<file path="config.mk">
export PLATFORM = sky130hd
export DESIGN_NAME = led_panel_window_remap
export DESIGN_NICKNAME = d
export VERILOG_FILES = /design/src/lpwr_pkg.sv /design/src/lpwr_cfg.sv /design/src/lpwr_map.sv /design/src/led_panel_window_remap.sv
export SDC_FILE = /design/constraint.sdc
export NUM_CORES = 1
export LEC_CHECK = 0
export BUFFER_PORTS_ARGS = -buffer_cell sky130_fd_sc_hd__buf_2
export CORE_AREA = 2 2 127 129
export CTS_CLUSTER_SIZE = 30
export DETAILED_ROUTE_END_ITERATION = 8
export DIE_AREA = 0 0 129 131
export PLACE_DENSITY = 0.76
export SYNTH_ARGS = -nofsm -noshare
export SYNTH_HDL_FRONTEND = slang
export SYNTH_SLANG_ARGS = --single-unit
</file>
<file path="constraint.sdc">
create_clock -name clk -period 7 [get_ports clk]
set_clock_uncertainty 0.1 [all_clocks]
set_input_delay 1.4 -clock clk [delete_from_list [all_inputs] [get_ports clk]]
set_output_delay 1.4 -clock clk [all_outputs]
set_load 0.01 [all_outputs]
</file>
<file path="src/lpwr_pkg.sv">
// Package: shared types, register indexes, rotation codes and a helper for the panel remap.
package lpwr_pkg;

  localparam int unsigned LPWR_MAX_PANEL_DIM = 64;
  localparam int unsigned LPWR_SOURCE_DIM    = 256;

  localparam int unsigned COORD_W = 8;
  localparam int unsigned DIM_W   = 7;
  localparam int unsigned ROT_W   = 3;
  localparam int unsigned INDEX_W = 12;
  localparam int unsigned COLOR_W = 24;
  localparam int unsigned CFG_IDX_W  = 3;
  localparam int unsigned CFG_DATA_W = 8;

  localparam logic [CFG_IDX_W-1:0] CFG_WINDOW_ROW  = 3'd0;
  localparam logic [CFG_IDX_W-1:0] CFG_WINDOW_COL  = 3'd1;
  localparam logic [CFG_IDX_W-1:0] CFG_WINDOW_ROWS = 3'd2;
  localparam logic [CFG_IDX_W-1:0] CFG_WINDOW_COLS = 3'd3;
  localparam logic [CFG_IDX_W-1:0] CFG_ROTATION    = 3'd4;
  localparam logic [CFG_IDX_W-1:0] CFG_SERPENTINE  = 3'd5;
  localparam logic [CFG_IDX_W-1:0] CFG_SIDEWAYS    = 3'd6;

  localparam logic [ROT_W-1:0] ROT_NONE   = 3'b000;
  localparam logic [ROT_W-1:0] ROT_CW     = 3'b001;
  localparam logic [ROT_W-1:0] ROT_CCW    = 3'b111;
  localparam logic [ROT_W-1:0] ROT_HALF   = 3'b010;
  localparam logic [ROT_W-1:0] ROT_HALF_N = 3'b110;

  localparam logic [DIM_W-1:0] WINDOW_DIM_RST = 7'd8;

  typedef struct packed {
    logic [COORD_W-1:0] source_row;
    logic [COORD_W-1:0] source_col;
    logic [COLOR_W-1:0] pixel_in;
  } in_item_t;

  typedef struct packed {
    logic               written;
    logic [INDEX_W-1:0] target_index;
    logic [COLOR_W-1:0] color;
  } out_item_t;

  typedef struct packed {
    logic [COORD_W-1:0] window_row;
    logic [COORD_W-1:0] window_col;
    logic [DIM_W-1:0]   window_rows;
    logic [DIM_W-1:0]   window_cols;
    logic [ROT_W-1:0]   rotation;
    logic               serpentine;
    logic               sideways;
  } cfg_t;

  // Saturate a window size at the panel limit.
  function automatic logic [DIM_W-1:0] clamp_dim(input logic [DIM_W-1:0] d,
                                                 input int unsigned lim);
    logic [DIM_W-1:0] res;
    res = d;
    if (32'(d) > lim) begin
      res = DIM_W'(lim);
    end
    return res;
  endfunction

endpackage

</file>
<file path="src/lpwr_cfg.sv">
// Configuration register bank for the panel remap.
module lpwr_cfg (
  input  logic                           clk,
  input  logic                           rst_n,
  input  logic                           cfg_we,
  input  logic [lpwr_pkg::CFG_IDX_W-1:0] cfg_index,
  input  logic [lpwr_pkg::CFG_DATA_W-1:0] cfg_wdata,
  output lpwr_pkg::cfg_t                 cfg
);
  import lpwr_pkg::*;

  cfg_t cfg_r;
  cfg_t cfg_nxt;

  always_comb begin
    cfg_nxt = cfg_r;
    if (cfg_we) begin
      unique case (cfg_index)
        CFG_WINDOW_ROW:  cfg_nxt.window_row  = cfg_wdata;
        CFG_WINDOW_COL:  cfg_nxt.window_col  = cfg_wdata;
        CFG_WINDOW_ROWS: cfg_nxt.window_rows = cfg_wdata[DIM_W-1:0];
        CFG_WINDOW_COLS: cfg_nxt.window_cols = cfg_wdata[DIM_W-1:0];
        CFG_ROTATION:    cfg_nxt.rotation    = cfg_wdata[ROT_W-1:0];
        CFG_SERPENTINE:  cfg_nxt.serpentine  = cfg_wdata[0];
        CFG_SIDEWAYS:    cfg_nxt.sideways    = cfg_wdata[0];
        default:         cfg_nxt = cfg_r;
      endcase
    end
  end

  always_ff @(posedge clk) begin
    if (!rst_n) begin
      cfg_r.window_row  <= '0;
      cfg_r.window_col  <= '0;
      cfg_r.window_rows <= WINDOW_DIM_RST;
      cfg_r.window_cols <= WINDOW_DIM_RST;
      cfg_r.rotation    <= ROT_NONE;
      cfg_r.serpentine  <= 1'b0;
      cfg_r.sideways    <= 1'b0;
    end else begin
      cfg_r <= cfg_nxt;
    end
  end

  assign cfg = cfg_r;

endmodule

</file>
<file path="src/lpwr_map.sv">
// Window test, rotation, transpose and serpentine mapping of one pixel to a buffer index.
module lpwr_map #(
  parameter int unsigned MAX_PANEL_DIM = lpwr_pkg::LPWR_MAX_PANEL_DIM,
  parameter int unsigned SOURCE_DIM    = lpwr_pkg::LPWR_SOURCE_DIM
) (
  input  lpwr_pkg::cfg_t      cfg,
  input  lpwr_pkg::in_item_t  item,
  output lpwr_pkg::out_item_t res
);
  import lpwr_pkg::*;

  localparam logic [12:0] SRC_LIM = 13'(SOURCE_DIM);

  logic [DIM_W-1:0]   rows;
  logic [DIM_W-1:0]   cols;
  logic [COORD_W-1:0] r_full;
  logic [COORD_W-1:0] c_full;
  logic [DIM_W-1:0]   r;
  logic [DIM_W-1:0]   c;
  logic               in_win;
  logic               map_ok;
  logic [DIM_W-1:0]   line;
  logic [DIM_W-1:0]   pos;
  logic [DIM_W-1:0]   len;
  logic [DIM_W-1:0]   pos_fin;
  logic [13:0]        lin_idx;

  assign rows   = clamp_dim(cfg.window_rows, MAX_PANEL_DIM);
  assign cols   = clamp_dim(cfg.window_cols, MAX_PANEL_DIM);
  assign r_full = item.source_row - cfg.window_row;
  assign c_full = item.source_col - cfg.window_col;
  assign r      = r_full[DIM_W-1:0];
  assign c      = c_full[DIM_W-1:0];

  assign in_win = ({5'b0, item.source_row} < SRC_LIM) &&
                  ({5'b0, item.source_col} < SRC_LIM) &&
                  (item.source_row >= cfg.window_row) &&
                  (item.source_col >= cfg.window_col) &&
                  (r_full < {1'b0, rows}) && (c_full < {1'b0, cols});

  always_comb begin
    map_ok = 1'b1;
    line   = '0;
    pos    = '0;
    len    = cols;
    if (cfg.sideways) begin
      len = rows;
      case (cfg.rotation)
        ROT_NONE: begin
          line = cols - 7'd1 - c;
          pos  = r;
        end
        ROT_HALF: begin
          line = c;
          pos  = rows - 7'd1 - r;
        end
        default: map_ok = 1'b0;
      endcase
    end else begin
      case (cfg.rotation) inside
        ROT_NONE: begin
          line = r;
          pos  = c;
        end
        ROT_CW: begin
          map_ok = (rows == cols);
          line   = c;
          pos    = cols - 7'd1 - r;
        end
        ROT_CCW: begin
          map_ok = (rows == cols);
          line   = rows - 7'd1 - c;
          pos    = r;
        end
        ROT_HALF, ROT_HALF_N: begin
          line = rows - 7'd1 - r;
          pos  = cols - 7'd1 - c;
        end
        default: map_ok = 1'b0;
      endcase
    end
  end

  assign pos_fin = (cfg.serpentine && !line[0]) ? (len - 7'd1 - pos) : pos;
  assign lin_idx = 14'(line) * 14'(len) + 14'(pos_fin);

  always_comb begin
    res.written      = in_win && map_ok;
    res.target_index = res.written ? lin_idx[INDEX_W-1:0] : '0;
    res.color        = item.pixel_in;
  end

endmodule

</file>
<file path="src/led_panel_window_remap.sv">
// Top level: LED panel window remap with input register and result register.
// The result strobe out_valid follows an accepted pixel through the input register and then the result register.
// Throughput: one pixel per cycle; busy is low whenever reset is released.
// The two registers sit around the combinational mapping logic.
// Reset (synchronous): drops in-flight transactions, restores register reset values.
// The receiver cannot stall: each result is shown for exactly one cycle.
module led_panel_window_remap #(
  parameter int unsigned MAX_PANEL_DIM = lpwr_pkg::LPWR_MAX_PANEL_DIM,
  parameter int unsigned SOURCE_DIM    = lpwr_pkg::LPWR_SOURCE_DIM
) (
  input  logic                            clk,
  input  logic                            rst_n,
  input  logic                            start,
  output logic                            busy,
  input  lpwr_pkg::in_item_t              in_data,
  output logic                            out_valid,
  output lpwr_pkg::out_item_t             out_data,
  input  logic                            cfg_we,
  input  logic [lpwr_pkg::CFG_IDX_W-1:0]  cfg_index,
  input  logic [lpwr_pkg::CFG_DATA_W-1:0] cfg_wdata
);
  import lpwr_pkg::*;

  cfg_t      cfg;
  in_item_t  in_item_r;
  logic      in_vld_r;
  out_item_t res_nxt;
  out_item_t out_item_r;
  logic      out_vld_r;

  assign busy = !rst_n;

  lpwr_cfg u_cfg (
    .clk       (clk),
    .rst_n     (rst_n),
    .cfg_we    (cfg_we),
    .cfg_index (cfg_index),
    .cfg_wdata (cfg_wdata),
    .cfg       (cfg)
  );

  lpwr_map #(
    .MAX_PANEL_DIM (MAX_PANEL_DIM),
    .SOURCE_DIM    (SOURCE_DIM)
  ) u_map (
    .cfg  (cfg),
    .item (in_item_r),
    .res  (res_nxt)
  );

  always_ff @(posedge clk) begin
    if (!rst_n) begin
      in_vld_r  <= 1'b0;
      out_vld_r <= 1'b0;
    end else begin
      in_vld_r  <= start && !busy;
      out_vld_r <= in_vld_r;
    end
  end

  always_ff @(posedge clk) begin
    in_item_r  <= in_data;
    out_item_r <= res_nxt;
  end

  assign out_valid = out_vld_r;
  assign out_data  = out_item_r;

endmodule

</file>
==> summary.md, run 1 <==
| Metric | Value |
|---|---|
| Outcome | finished, final reports clean |
| First-pass iteration count of the detailed router | 6 |
| Switching power | around 800 uW |
| Worst path required time | between 7000 and 8000 ps |
| CTS max path bufs | 2 |
| CTS HTree Levels | 4 |
| Final hold vios | 0 |
| Worst setup EP type | register |
| DR WL/cell | around 18 microns |
| Root buf cell | clkbuf_16 |
| Min Tclk post-route | 6920 ps |
| Max cap viols | 0 |
| Avg Synthesized Cell Area | roughly 8.6 sq um |
| Initial antenna violation count | 0 |
| Peak Freq | about 0.14 GHz |
| Final ANT Viol Nets | 0 |
| Number of synthesized register bits | around 110 |
| Startpoint types | register |
| Clock power share | 0.371 |
| Via density | about 5.7 |
| Warnings from Yosys | 0 |
| Slew Viols, Final | 0 |
| Max-slew headroom | 0.308 |
| Post-Synth XOR/XNOR Area | 0.0528 |
| Largest family of logic cells by synthesized area | adder cells |
| Reg2reg setup slack | 80 ps |
| # rows | 46 |
| Post-synth net total | 1133 |
| Unrepaired setup endpoints after global routing | yes |
| Critical-path maximum fanout | 2 |
| Clk sinks | between 100 and 150 |
| Drc violations | 0 |
| Routability cong. | between 0.9 and 1 |
| Critical Path Most Common Cell | fa_1 |
| CTS tree | yes |
| Nets@finish | 1308 |
| Combinational Power Share | 0.333 |
| Critical path class | register to register |
| GRT overflow | 0 |
| Sequential fraction of design power | 0.296 |
| Port bufs | just over 90 |
| Area share of fa/ha/maj cells after synthesis | 0.226 |
| Die Footprint | 0.0169 sq mm |
| CP Buf/Inv Count | 4 |
| Arrival @ worst endpoint | between 7000 and 8000 ps |
| Hold WC Path Type | register to register |
| Worst Hold End | out_data[12]$_DFF_P_ |
| Power Dens Cells | roughly 220 mW/mm^2 |
| Io pins | 94 |
| Worst reg-to-reg path cell count | 29 |
| Fin worst setup slack | around 80 ps |
| Final worst path period share | 0.989 |
| # diodes | 0 |
| Largest net degree at the start of global routing | 35 |
| Mux contribution to synthesized area | 0.0339 |
| Cell family with most CP delay | adder cells |
| Netlist area before placement | ~0.008 sq mm |
| Layout Area Growth over Synthesis | 28.8% |
| Tot GR Track Use | 0.283 |
| Main synth FF type | dfxtp_1 |
| Slowest cell delay on critical path | roughly 540 ps |
| Vias | 7699 |
| Int Pwr | about 1.5 mW |
| Max IR drop VDD | 0.365 mV |
| Half-perimeter wire length after placement | about 18000 microns |
| Sw Share | 0.335 |
| Detailed Route WL | between 20000 and 25000 microns |
| Netlist cell types | between 80 and 90 |
| CTS buffer count | 17 |
| Worst-Margin Slew | about 1000 ps |
| Post-synthesis sequential area ratio | 0.278 |
| Synthesized instance count | ~950 |
| Die X | ~130 microns |
| Simple-gate share of the synthesized area | 0.176 |
| Initial Util | 0.525 |
| Compound-Gate Fraction of Synth Area | 0.169 |
| Global-route wire length before repair | about 37000 microns |
| Hold Crit Depth | 0 |
| Reg-to-Reg End | out_data[35]$_SDFF_PN0_ |
| Worst r2r src | in_item_r[32]$_DFF_P_ |
| Leak pwr | 4.84 nW |
| Vias in the first global route | approximately 7500 |
| Die Height | around 130 microns |
| Clk Latency, worst-skew pair | 420 ps |
| Reg clk slew, reported paths | 60 ps |
| Critical path's slowest cell | fa_1 |
| Final Setup Violations | 0 |
| Pre-CTS setup slack | -205 ps |
| Drt first-iter violations | ~650 |
| Hold path start | in_item_r[12]$_DFF_P_ |
| Core Region | between 0.015 and 0.02 sq mm |
| Share of cells above drive strength 1 | 0.273 |
| Final Total Pwr | 2.32 mW |
| Post-synth ARST share | 0 |
| Post-synth EDFFs | 0 |
[worst max path at each step]
stage                                          start                       to  slack [ps]  depth (start not counted)
after CTS                      in_item_r[33]$_DFF_P_  out_data[35]$_SDFF_PN0_          10                         29
final                          in_item_r[32]$_DFF_P_  out_data[35]$_SDFF_PN0_          80                         29
after floorplan           u_cfg.cfg[28]$_SDFFE_PN0P_  out_data[35]$_SDFF_PN0_          20                         31
after global routing      u_cfg.cfg[27]$_SDFFE_PN0P_  out_data[35]$_SDFF_PN0_        -180                         31
after detailed placement  u_cfg.cfg[19]$_SDFFE_PN0P_  out_data[35]$_SDFF_PN0_        -210                         31
after global placement    u_cfg.cfg[19]$_SDFFE_PN0P_  out_data[35]$_SDFF_PN0_         -30                         31
[registers in the layout, summed over array words and instances, names as in the netlist]
| signal | count |
|---|---|
| in_item_r | 40 |
| in_vld_r | 1 |
| out_data | 37 |
| out_valid | 1 |
| u_cfg.cfg | 35 |
[cell families after synthesis]
kind of cell    Yosys count
mux                      27
xor+xnor                 47
compound gates          210
simple gates            292
fa+ha+maj               126
buf+inv                 136
flops                   114
[synthesized netlist by cell type (6+ instances only)]
library cell / n / share of area
dfxtp_1: 114 / 0.28
inv_1: 106 / 0.049
nand2_1: 104 / 0.048
ha_1: 89 / 0.14
nor2_1: 67 / 0.031
a21oi_1: 60 / 0.037
fa_1: 37 / 0.090
o21ai_0: 33 / 0.020
xnor2_1: 32 / 0.034
mux2i_1: 24 / 0.029
clkbuf_1: 18 / 0.0082
o21a_1: 18 / 0.016
nand3_1: 17 / 0.010
nor2b_1: 17 / 0.013
nor3_1: 17 / 0.010
and2_1: 16 / 0.012
a21o_1: 14 / 0.013
xor2_1: 13 / 0.014
nand2b_1: 12 / 0.0092
o22ai_1: 12 / 0.0092
a211oi_1: 8 / 0.0073
nor4_1: 7 / 0.0053
a22oi_1: 6 / 0.0055
buf_2: 6 / 0.0037
or3_1: 6 / 0.0046
[cell usage in the layout (no fill, tap or decap), types with 6 or more instances in the layout]
cell type    n
fa_1        32
or3_1        6
inv_6        6
nand2b_1    11
xnor2_2      6
o22ai_1     12
clkbuf_16   17
nor2_1      65
dfxtp_1    110
nor2b_1     15
ha_4        14
inv_2        9
nand3_1     16
buf_4       89
nor4_1       6
o21ai_1      9
a22oi_1      6
and2_1      16
a21oi_2     11
xnor2_1     25
buf_2       93
nand2_1    104
a21oi_1     50
inv_1       98
mux2i_1     23
xor2_1      11
o21a_1      18
nor3_1      15
o21ai_0     25
a21o_1      14
ha_1        73
[per-layer routing]
| layer | GRT usage | vias to the layer above | wire, microns |
|---|---|---|---|
| li1 | - | 3630 | - |
| met1 | 0.347 | 3639 | 9590 |
| met2 | 0.479 | 344 | 11500 |
| met3 | 0.0631 | 86 | 1570 |
| met4 | 0.131 | 0 | 1060 |
| met5 | 0 | - | 0 |
[power by group through the flow]
stage          clock [mW]  sequential [mW]  combinational [mW]
3_5_place_dp            0            0.701               0.663
4_1_cts             0.867            0.687               0.700
3_3_place_gp            0            0.699               0.650
2_1_floorplan           0            0.701               0.439
6_report            0.861            0.688               0.774
5_1_grt             0.897            0.690               0.853
[what timing repair did]
item / CTS / global route
hold buffers: 0 / 0
setup endpoints to repair: 4 / 5
resized for setup: 23 / 62
pin swaps: 24 / 42
buffers inserted: 5 / 8
[stage by stage]
stage | util | area [sq um] | cells | setup TNS (ps) | hold slack [ps]
3_3_place_gp | 0.605 | 9440 | 1311 | -29.3 | 210
4_1_cts | 0.653 | 10200 | 1348 | 0 | 224
3_5_place_dp | 0.605 | 9440 | 1311 | -320 | 212
5_1_grt | 0.677 | 10600 | 1356 | -378 | 228
6_report | 0.677 | 10600 | 1356 | 0 | 222
2_1_floorplan | - | 8240 | 952 | 0 | 210
[final cells by class]
class | instances | area (sq um)
Multi-Input combinational cell | 702 | 5860
Fill cell | 1189 | 5040
Sequential cell | 114 | 2290
Timing Repair Buffer | 182 | 1130
Clock buffer | 17 | 425
Inverter | 110 | 413
Tap cell | 216 | 270
Clock inverter | 15 | 161
No activity file was read; power rests on OpenSTA's default activity.
==> run 2: changes to the inputs <==
==> constraint.sdc (replaced) <==
create_clock -name clk -period 7 [get_ports clk]
set_clock_uncertainty 0.1 [all_clocks]
set_input_delay 0.35 -clock clk [delete_from_list [all_inputs] [get_ports clk]]
set_output_delay 0.35 -clock clk [all_outputs]
set_load 0.01 [all_outputs]
==> run 2 against run 1 <==
  * First-iteration DRC count is 22% higher
  * Hold slack lost 190 ps
  * Sequential cell count did not move
  * Design area is 3.6% higher
  * Sequential share of layout area is 0.75 points lower
  * Via count rose by 5.7%
  * Global-route usage up 4.0 points
  * Clock-buffer cell count is the same
  * Combinational power grew 7.0%
  * Register-to-register slack worse by 60 ps
  * Critical path depth is 1 higher
  * Worst setup slack got worse by 58 ps
==> summary.md, run 2 (synthesized netlist as in run 1, its figures left out) <==
| Metric | Value |
|---|---|
| Hold path start | start |
| Layout Area Growth over Synthesis | 33.4% |
| Peak Freq | 0.143 GHz (-0.83%) |
| Worst-Margin Slew | 1030 ps (+8.18 ps) |
| Commonest cells after routing, fill and taps aside | dfxtp_1, nand2_1, inv_1, buf_2, buf_4 |
| Vias in the first global route | 8095 (+7.5%) |
| Min Tclk post-route | 6980 ps (+57.9 ps) |
| Slew Viols, Final | 0 (unchanged) |
| Worst setup EP type | register |
| Slowest cell delay on critical path | 550 ps (about the same) |
| Critical path's slowest cell | xor2_1 |
| Worst reg-to-reg path cell count | 30 (+3.4%) |
| Drc violations | 0 (unchanged) |
| Arrival @ worst endpoint | 7200 ps (+70 ps) |
| Io pins | 94 (unchanged) |
| Vias | 8136 (+5.7%) |
| CTS buffer count | 17 (unchanged) |
| Die Footprint | 0.0169 sq mm (unchanged) |
| Clk sinks | 114 (unchanged) |
| CTS max path bufs | 2 (unchanged) |
| Critical Path Most Common Cell | fa_1 |
| Global-route wire length before repair | 41900 microns (+12%) |
| Multi-input gate area | 0.00585 sq mm (-0.28%) |
| Final hold vios | 0 (unchanged) |
| Clk Latency, worst-skew pair | 430 ps (about the same) |
| Met1 WL | 10200 microns (+6.0%) |
| Startpoint types | register |
| Share of cells above drive strength 1 | 0.260 (-0.0124) |
| Met2 wire length | 13000 microns (+13%) |
| Fin area | 0.0109 sq mm (+3.6%) |
| Final worst path period share | 0.997 (+0.00827) |
| Tot GR Track Use | 0.323 (+0.0400) |
| Critical-path maximum fanout | 7 (+5) |
| Core Region | 0.0156 sq mm (unchanged) |
| Worst r2r src | u_cfg.cfg[11]$_SDFFE_PN0P_ |
| Pre-CTS setup slack | -205 ps (unchanged) |
| Critical path origin | u_cfg.cfg[11]$_SDFFE_PN0P_ |
| DR WL/cell | 19.4 microns (+11%) |
| Power Dens Cells | 220 mW/mm^2 (about the same) |
| Hold Crit Depth | 2 (+2) |
| Hold WC Path Type | input port to register |
| Die Height | 131 microns (unchanged) |
| Routability cong. | 0.968 (unchanged) |
| GRT overflow | 0 (unchanged) |
| Drt first-iter violations | 798 (+22%) |
| Fillers | 1103 (-7.2%) |
| Port bufs | 93 (unchanged) |
| # rows | 46 (unchanged) |
| Post-layout utilization of the core | 0.701 (+0.0243) |
| Fin worst setup slack | 22.1 ps (-57.9 ps) |
| Leak pwr | 5.01 nW (+3.4%) |
| Largest net degree at the start of global routing | 35 (unchanged) |
| Via density | 5.83 (+2.6%) |
| Met3 wire len | 2040 microns (+30%) |
| Storage element area | 0.00229 sq mm (unchanged) |
| Critical path class | register to register |
| Area after DPL | 0.00944 sq mm (unchanged) |
| Max-slew headroom | 0.303 (-0.00551) |
| Final ANT Viol Nets | 0 (unchanged) |
| Worst path required time | 7220 ps (about the same) |
| Max cap viols | 0 (unchanged) |
| Detailed Route WL | 27100 microns (+14%) |
| Outcome | finished, final reports clean |
| Final Hold Slack | 36.4 ps (-186 ps) |
| CTS tree | yes |
| Initial antenna violation count | 1 (+1) |
| Root buf cell | clkbuf_16 |
| Half-perimeter wire length after placement | 17700 microns (unchanged) |
| Max IR drop VDD | 0.372 mV (+1.9%) |
| Max reg flops | 40 (unchanged) |
| Final Setup Violations | 0 (unchanged) |
| Nets@finish | 1347 (+3.0%) |
| Most flops, register | in_item_r |
| Die X | 129 microns (unchanged) |
| Commonest non-fill, non-tap cell in the layout | dfxtp_1 |
| Unrepaired setup endpoints after global routing | yes |
| Reg clk slew, reported paths | 60 ps (about the same) |
| Initial Util | 0.525 (unchanged) |
| CTS HTree Levels | 4 (unchanged) |
| First-pass iteration count of the detailed router | 7 (+1) |
| Max Used Layer | met4 |
| Post-route setup TNS | 0 ps (unchanged) |
==> run 2: cell types whose count changed in the layout (fill, tap and decap cells not counted), moves of 2 or more <==
cell and delta:
o21ai_1 -2, nand2_1 -2, ha_4 -2, dlygate4sd3_1 +40, fa_1 +2, nand2_4 +2
fa_2 -2, ha_2 +2, o21ai_0 +2
==> run 2: routing by layer <==
layer,vias up,global-route usage
li1,3704,-
met1,3848,0.383
met2,448,0.549
met3,136,0.0619
met4,0,0.192
met5,-,0
==> run 2: cell type report <==
class,count,area share
multi-input cells,702,0.535
flip-flops and latches,114,0.209
repair buffers,221,0.140
clock buffers,17,0.0389
inverters,110,0.0378
well taps,216,0.0247
clock inverters,15,0.0148
diodes,1,0.000229
==> run 2: final timing paths <==
kind | end | slack (ps)
max | out_data[35]$_SDFF_PN0_ | 20
min | in_vld_r$_SDFF_PN0_ | 40
max reg2reg | out_data[35]$_SDFF_PN0_ | 20
min reg2reg | out_data[3]$_DFF_P_ | 220
==> run 2: stage by stage <==
step           cells  total power, mW
6_report        1396             2.41
5_1_grt         1396             2.51
4_1_cts         1388             2.27
3_5_place_dp    1311             1.36
3_3_place_gp    1311             1.35
2_1_floorplan    952             1.14
==> run 2: report_power, final <==
part	switching [mW]	leakage [nW]	internal [mW]	total, mW
Combinational	0.436	3.78	0.392	0.828
Sequential	0.0148	0.946	0.675	0.690
Clock	0.382	0.282	0.507	0.889
==> run 2: repair_timing <==
action                     in CTS  in global routing
buffers inserted                5                  7
hold endpoints to repair       40                  0
setup endpoints to repair       4                  5
hold buffers                   40                  0
pin swaps                      24                 52
cloned                          0                  0
resized for setup              23                 58
==> run 2: worst max-delay path: cells and delay by family (launching register included) <==
family	cells	cell delay, ps
fa+ha+maj	6	2580
compound gates	9	1380
simple gates	7	1120
xor+xnor	3	950
buf+inv	5	410
flops	1	340
